==> src/rtl/bfms_ram.sv <==
`default_nettype none

// Simple dual-port RAM: one write port, one registered read port.
// A read of the address being written in the same cycle returns the new data.
module bfms_ram #(
  parameter int unsigned Depth = 64,
  parameter int unsigned Width = 8,
  localparam int unsigned AddrW = $clog2(Depth)
) (
  input  wire logic             clk,
  input  wire logic             we,
  input  wire logic [AddrW-1:0] wa,
  input  wire logic [Width-1:0] wd,
  input  wire logic [AddrW-1:0] ra,
  output logic      [Width-1:0] rdata
);

  logic [Width-1:0] mem [Depth];
  logic [Width-1:0] rdata_r;

  // Write port.
  always_ff @(posedge clk) begin
    if (we) begin
      mem[wa] <= wd;
    end
  end

  // Read port with write-to-read bypass on an address match.
  always_ff @(posedge clk) begin
    if (we && (wa == ra)) begin
      rdata_r <= wd;
    end else begin
      rdata_r <= mem[ra];
    end
  end

  assign rdata = rdata_r;

endmodule

`default_nettype wire

==> config.mk <==
export PLATFORM = sky130hd
export DESIGN_NAME = bfms_ram
export DESIGN_NICKNAME = d
export VERILOG_FILES = /design/src/rtl/bfms_ram.sv
export SDC_FILE = /design/constraint.sdc
export NUM_CORES = 1
export LEC_CHECK = 0
export ABC_CLOCK_PERIOD_IN_PS = 5700
export BUFFER_PORTS_ARGS = -buffer_cell sky130_fd_sc_hd__buf_2
export CORE_UTILIZATION = 50
export CTS_CLUSTER_DIAMETER = 50
export DETAILED_ROUTE_END_ITERATION = 12
export MAX_ROUTING_LAYER = met4
export PLACE_DENSITY = 0.66
export REMOVE_ABC_BUFFERS = 1
export SLEW_MARGIN = 5
export SYNTH_ARGS = -nofsm -noshare
export SYNTH_HDL_FRONTEND = slang
export SYNTH_SLANG_ARGS = --single-unit
==> constraint.sdc <==
create_clock -name clk -period 5.7 [get_ports clk]
set_input_delay 0.855 -clock clk [delete_from_list [all_inputs] [get_ports clk]]
set_output_delay 0.855 -clock clk [all_outputs]
set_load 0.1 [all_outputs]
==> Word level (Yosys, flattened, before mapping) <==
Memory sizes are Yosys's and may differ from the RTL's. A register that Yosys moved wholly into a read port is not among the register bits.
Index checks and enable logic that the tools add are counted.
{ "totals": {"n_memories": 1, "ram_bits": 512, "regBits": 0} }
{ "memory_table": {"columns": ["name", "words", "word_bits", "rd", "rd_clocked_by_memory_dff", "wr", "line", "source"], "rows": [
  ["mem", 64, 8, 1, 1, 1, "18", "logic [Width-1:0] mem [Depth];"]
]} }
{ "op_classes": {"muxes": 2} }
{ "ops": {"columns": ["op", "count"], "rows": [
  ["1-bit 2-to-1 mux", 2]
]} }

==> Depth between registers and ports, before layout <==
Gate-level depths: netlist of run 1.
{ "depth": {"depth_word": 2, "depth_mapped": 9, "depth_no_buf": 5} }

==> Least setup slack after synthesis of run 1 <==
Ideal clock, no wire load.
{ "synth_timing": {"kind": "register -> output", "from": "reg (tool-made name)", "to": "out rdata[3]", "slack_ps": 339, "arrival_ps": 4506, "stages_incl_launch_ff": 8, "path_cell_list": "dfxtp_1 > buf_2 > buf_4 > clkbuf_1 > buf_2 > o221ai_1 > o21a_1 > o41ai_1"} }
{ "synth_rtl": {"columns": ["element", "line", "source"], "rows": [
  ["to (decl)", "15", "output logic [Width-1:0] rdata"]
]} }

==> results of run 1 <==
==> final cells by class <==
type	count	share of cell area
Timing Repair Buffer	46	0.0133
Clock buffer	67	0.0616
Multi-Input combinational cell	369	0.193
Tap cell	525	0.0294
Antenna cell	1	0.000112
Clock inverter	23	0.00923
Sequential cell	518	0.693
==> synth_stat cells (all sizes together) (3+ instances only) <==
master,instances
a211oi,4
a21oi,3
a221oi,6
a22oi,3
buf,34
clkbuf,17
dfxtp,6
edfxtp,512
mux2,13
mux2i,23
mux4,126
nand2,19
nand2b,7
nand3,13
nand3b,3
nor2,83
nor2b,14
nor3,7
o2111ai,3
o21ai,4
o221ai,8
o22ai,8
o2bb2ai,3
==> worst max-delay path, cell delays in order (launching register included) <==
cell and delay, ns:
sky130_fd_sc_hd__dfxtp_4 0.90, sky130_fd_sc_hd__buf_4 0.41, sky130_fd_sc_hd__mux4_2 0.55, sky130_fd_sc_hd__mux4_2 0.48, sky130_fd_sc_hd__nor2_1 0.28, sky130_fd_sc_hd__nor3_1 0.10
sky130_fd_sc_hd__o2bb2ai_1 0.21, sky130_fd_sc_hd__buf_2 0.33
==> stage by stage <==
step	hold slack, ns	TNS (ns)
after detailed placement	0.958	0
after global placement	0.958	0
after global routing	0.377	0
after CTS	0.369	0
after floorplan	0.883	-27.49
final	0.393	0
==> power by group through the flow <==
stage	sequential, mW	combinational [mW]	clock [mW]
floorplan	4.34	0.246	0
global placement	4.33	0.404	0
detailed placement	4.33	0.411	0
CTS	4.25	0.412	3.25
global route	4.25	0.431	3.39
finish	4.25	0.407	3.21
==> kinds of logic (layout without fill, tap and decap cells) <==
kind of cell / count (synthesis) / in the layout / share of synthesized area
mux: 162 / 162 / 0.160
compound gates: 54 / 54 / 0.0208
buf+inv: 51 / 136 / 0.0157
flops: 518 / 518 / 0.770
simple gates: 153 / 153 / 0.0339
other cells: 0 / 1 / 0
==> worst min path at each step <==
stage | from | to | slack [ns] | cells past startpoint
3_5_place_dp | ra[0] | flop | 0.96 | 1
4_1_cts | ra[2] | flop | 0.37 | 1
6_report | ra[2] | flop | 0.39 | 1
2_1_floorplan | ra[0] | flop | 0.88 | 0
3_3_place_gp | ra[4] | flop | 0.96 | 1
5_1_grt | ra[2] | flop | 0.38 | 1
==> routing by layer <==
metal	share of wire	GRT usage	wire (µm)
met3	0.073	0.0350	3120
met2	0.50	0.363	21600
met1	0.40	0.298	17200
met5	0	-	0
met4	0.023	0.0596	1010
==> impl_metrics.yaml, run 1 <==
setup_path:
  worstSetupEndpoint: "rdata[0]"
  timing.critical_path.required_ns: 4.85
  worstPathArrival_ns: 3.86
  startpoint_type: "flop"
  critPathKind: "reg2out"
  crit_path_end_kind: "primary output"
  path_max_fanout: 35
clock_tree:
  ctsHoldBuffers: 0
  tritoncts: "done"
  post-cts-setup-buffer-count: 0
  cts_made_buffers: 51
  h_tree_level_count: 2
  clk_transition_reported_paths_ns: 0.06
  clkSinkCount: 518
  clk_root_buffer_cell: "sky130_fd_sc_hd__clkbuf_16"
  cts-root-to-sink-buffers: 3
  post_cts.resized_instances: 0
final_layout:
  ff_latch_area_um2: 15500
  finish.utilization: 0.563
  final_design_area_no_fill_um2: 22400
  share_of_post_route_cells_with_drive_strength_above_1: 0.251
  finalNetCount: 1008
  stdcell_count: 1549
  registers.top_by_ff_count: "mem"
  final_common_cell: "sky130_fd_sc_hd__edfxtp_1"
  filler_cell_count: 2962
  area_growth_syn_to_layout_pct: 11.2
  multiInputGateArea_um2: 4330
  largest_register_ffs: 512
  layout.cells.most_common_list: "sky130_fd_sc_hd__edfxtp_1 (512), sky130_fd_sc_hd__mux4_2 (126), sky130_fd_sc_hd__nor2_1 (83)"
  reg.largest.list: "mem: 512 flops"
power:
  power.sequential.fraction: 0.540
  comb_power_share: 0.052
  internal_power_mw: 6.23
  power.density_cell_area_nw_per_um2: 351
  total_leakage_power_nw: 6.91
  switching_share: 0.208
  clock_power_share: 0.408
  finalPower_mw: 7.86
  power.net_switching_mw: 1.63
  vdd_ir_drop_max_mv: 0.285
route:
  post_dr_vias_cell: 6.09
  antenna_violating_nets_post_route: 0
  totalWireLength_mm: 42.9
  detailedRoute.firstPassIterationCount: 5
  via_count: 9434
  first_iter_violations: 984
  drc_errors: 0
  wire_per_inst_um: 27.7
grt:
  grt_start_max_net_pins: 65
  grtUsageTotal: 0.224
  grt_antenna_before_repair: 1
  via_count_of_the_first_global_routing_pass: 9865
  globalRouteOverflowTotal: 0
  grt_pass1_wl_mm: 63.6
place:
  placed_cell_area_um2: 20800
  detailed_place_hpwl_mm: 25.8
  gp_routability_congestion: 0.798
  dp_worst_setup_slack_ns: 1.53
  dpl.cell_count: 1458
  portBuffers: 29
yosys:
  yosysWarnings: 0
  ys_async_sr_fraction: 0
  yosys.area.top_type: "sky130_fd_sc_hd__edfxtp_1"
  synth_seq_cells: 518
  synth_cell_type_count: 40
  synth.top_cell.area_share: 0.764
  edff_count_synth: 512
  synth_cells: 938
  synth.cell_area_um2: 20100
  postSynth.topFlopCell: "sky130_fd_sc_hd__edfxtp_1"
  synth_seq_area_share: 0.770
  post_synth_main_area_contributors: "sky130_fd_sc_hd__edfxtp_1 (76%), sky130_fd_sc_hd__mux4_2 (14%), sky130_fd_sc_hd__nor2_1 (1.5%), sky130_fd_sc_hd__mux2i_1 (1.1%), sky130_fd_sc_hd__mux2_2 (0.73%)"
  synthesis.area_per_instance_um2: 21.5
floorplanning:
  horizontal_extent_of_the_die_um: 203
  design.core.area_um2: 39700
  io_pins: 30
  num_rows: 73
  start_util: 0.507
  floorplan.die_area_um2: 41100
  die_height_um: 203
hold_path:
  timing.hold.worst.class: "in2reg"
sta:
  final_hold_viol_count: 0
  period_needed_ns: 4.72
  fmax_mhz: 212
  timing.final.max_slew_violations: 0
  final.period_utilization: 0.827
  slew_headroom: 0.163
  worst_slew_pin_slew_ns: 1.26
  unrepaired_setup_endpoints_after_global_routing: "no"
  final-setup-viol-count: 0
  fin_ws_ns: 0.984
run:
  max_cap_viol_count: 0
outcome:
  status: "complete, no violations"
(Power assumes the default switching activity.)
==> inputs of run 2 (changes only) <==
ABC_CLOCK_PERIOD_IN_PS = 4250   (was 5700)
PLACE_DENSITY = 0.68   (was 0.66)
clock period = 4.25 ns   (was 5.7 ns; I/O delays follow)
==> run 2 against run 1 <==
Compared with the run above:
- worst setup slack worse by 0.85 ns
- non-clock buffer count rose by 15
- critical path depth unchanged
- utilization rose by 0.53 points
- highest routed layer unchanged
- die area is the same
- combinational power rose by 45%
- design area up 0.95%
- cell count up 1.2%
- count of clock-buffer cells in the layout decreased by 7
- clock power increased by 34%
==> impl_metrics.yaml, run 2 (synthesized netlist as in run 1, its figures left out) <==
outcome:
  status: "complete, no violations"
power:
  power.density_cell_area_nw_per_um2: 468
  vdd_ir_drop_max_mv: 0.385
  total_leakage_power_nw: 7.04
hold_path:
  timing.hold.worst.class: "in2reg"
  hold_path.startpoint: "ra[2]"
floorplanning:
  horizontal_extent_of_the_die_um: 203
  io_pins: 30
  start_util: 0.507
  design.core.area_um2: 39700
  floorplan.die_area_um2: 41100
  num_rows: 73
  die_height_um: 203
grt:
  via_count_of_the_first_global_routing_pass: 9522
  grt_antenna_before_repair: 0
  grt_pass1_wl_mm: 64.5
  grt_start_max_net_pins: 65
  groute.layer.met1.usage: 0.318
  groute.layer.met3.usage: 0.0355
  globalRouteOverflowTotal: 0
  grtUsageTotal: 0.225
  grt_use_met2: 0.339
  grt.busiest_layer: "met2"
clock_tree:
  h_tree_level_count: 2
  ctsHoldBuffers: 0
  clk_transition_reported_paths_ns: 0.06
  clkSinkCount: 518
  clk_root_buffer_cell: "sky130_fd_sc_hd__clkbuf_16"
  cts_made_buffers: 53
  tritoncts: "done"
  cts-root-to-sink-buffers: 3
final_layout:
  area_growth_syn_to_layout_pct: 12.2
  largest_register_ffs: 512
  final_common_cell: "sky130_fd_sc_hd__edfxtp_1"
  stdcell_count: 1568
  ff_latch_area_um2: 15500
  filler_cell_count: 2926
  reg.largest.list: "mem: 512 flops"
  layout.cells.most_common_list: "sky130_fd_sc_hd__edfxtp_1 (512), sky130_fd_sc_hd__mux4_2 (126), sky130_fd_sc_hd__nor2_1 (83)"
  share_of_post_route_cells_with_drive_strength_above_1: 0.269
  multiInputGateArea_um2: 4320
  finalNetCount: 1025
  registers.top_by_ff_count: "mem"
  antennaDiodeCount: 0
place:
  portBuffers: 29
  dp_worst_setup_slack_ns: 0.338
  dpl.cell_count: 1471
  detailed_place_hpwl_mm: 26.1
  gp_routability_congestion: 0.815
route:
  first_iter_violations: 957
  totalWireLength_mm: 43.6
  via_count: 9697
  wire_per_inst_um: 27.8
  post_dr_vias_cell: 6.18
  detailedRoute.firstPassIterationCount: 5
  drc_errors: 0
  antenna_violating_nets_post_route: 0
sta:
  final-setup-viol-count: 0
  tns_ns: 0
  unrepaired_setup_endpoints_after_global_routing: "no"
  fmax_mhz: 243
  finalHoldWorstSlack_ns: 0.157
  final.period_utilization: 0.968
  period_needed_ns: 4.11
  fin_ws_ns: 0.137
  final_hold_viol_count: 0
  slew_headroom: 0.163
  worst_slew_pin_slew_ns: 1.26
  timing.final.max_slew_violations: 0
setup_path:
  timing.critical_path.required_ns: 3.61
  path_max_fanout: 17
  critPathKind: "reg2out"
  crit_path_end_kind: "primary output"
  worstPathArrival_ns: 3.48
  startpoint_type: "flop"
run:
  max_cap_viol_count: 0
run 2: changes by cell type in the layout (fill, tap and decap cells not counted), moves of 3 or more:
cell                       delta
sky130_fd_sc_hd__buf_12       +6
sky130_fd_sc_hd__buf_4        +9
sky130_fd_sc_hd__clkbuf_1     -7
sky130_fd_sc_hd__clkinv_2     +7
sky130_fd_sc_hd__clkinv_4     +3
run 2: layout make-up:
class / count / area share
multi-input cells: 369 / 0.191
repair buffers: 61 / 0.0225
clock buffers: 60 / 0.0599
flip-flops and latches: 518 / 0.687
clock inverters: 35 / 0.0106
well taps: 525 / 0.0291
run 2: path summary, 6_finish.rpt:
kind / to / slack, ns / cells past startpoint
setup / recovery: rdata[4] / 0.14 / 7
hold / removal: flop / 0.16 / 1
run 2: metal layers:
layer  share of wire  vias to the layer above
li1                -                     4054
met1            0.41                     5126
met2            0.48                      434
met3           0.080                       83
met4           0.027                        0
met5               0                        -
run 2: repair_timing:
| item | in CTS | in global routing |
|---|---|---|
| hold endpoints to repair | 0 | 0 |
| setup buffers | 1 | 1 |
| endpoints found under the setup margin | 2 | 1 |
| resized for setup | 2 | 0 |
| pin swaps | 0 | 0 |
run 2: critical path: stages (launching register included):
cell and delay, ns:
sky130_fd_sc_hd__dfxtp_4 0.61, sky130_fd_sc_hd__buf_12 0.26, sky130_fd_sc_hd__mux4_2 0.51, sky130_fd_sc_hd__mux2_2 0.29, sky130_fd_sc_hd__o221a_2 0.30, sky130_fd_sc_hd__nor3_1 0.43
sky130_fd_sc_hd__o32ai_2 0.21, sky130_fd_sc_hd__buf_4 0.28
run 2: report_power, final:
part / switching [mW] / internal (mW) / total [mW]
Combinational: 0.379 / 0.212 / 0.590
Clock: 1.88 / 2.41 / 4.29
Sequential: 0.0376 / 5.65 / 5.69
Total: 2.30 / 8.27 / 10.6
run 2: per-stage QoR:
stage	power [mW]	util	area [µm²]
detailed placement	6.38	0.527	20900
finish	10.6	0.568	22600
global route	10.9	0.568	22600
global placement	6.37	0.527	20900
floorplan	6.15	-	19800
CTS	10.6	0.568	22600
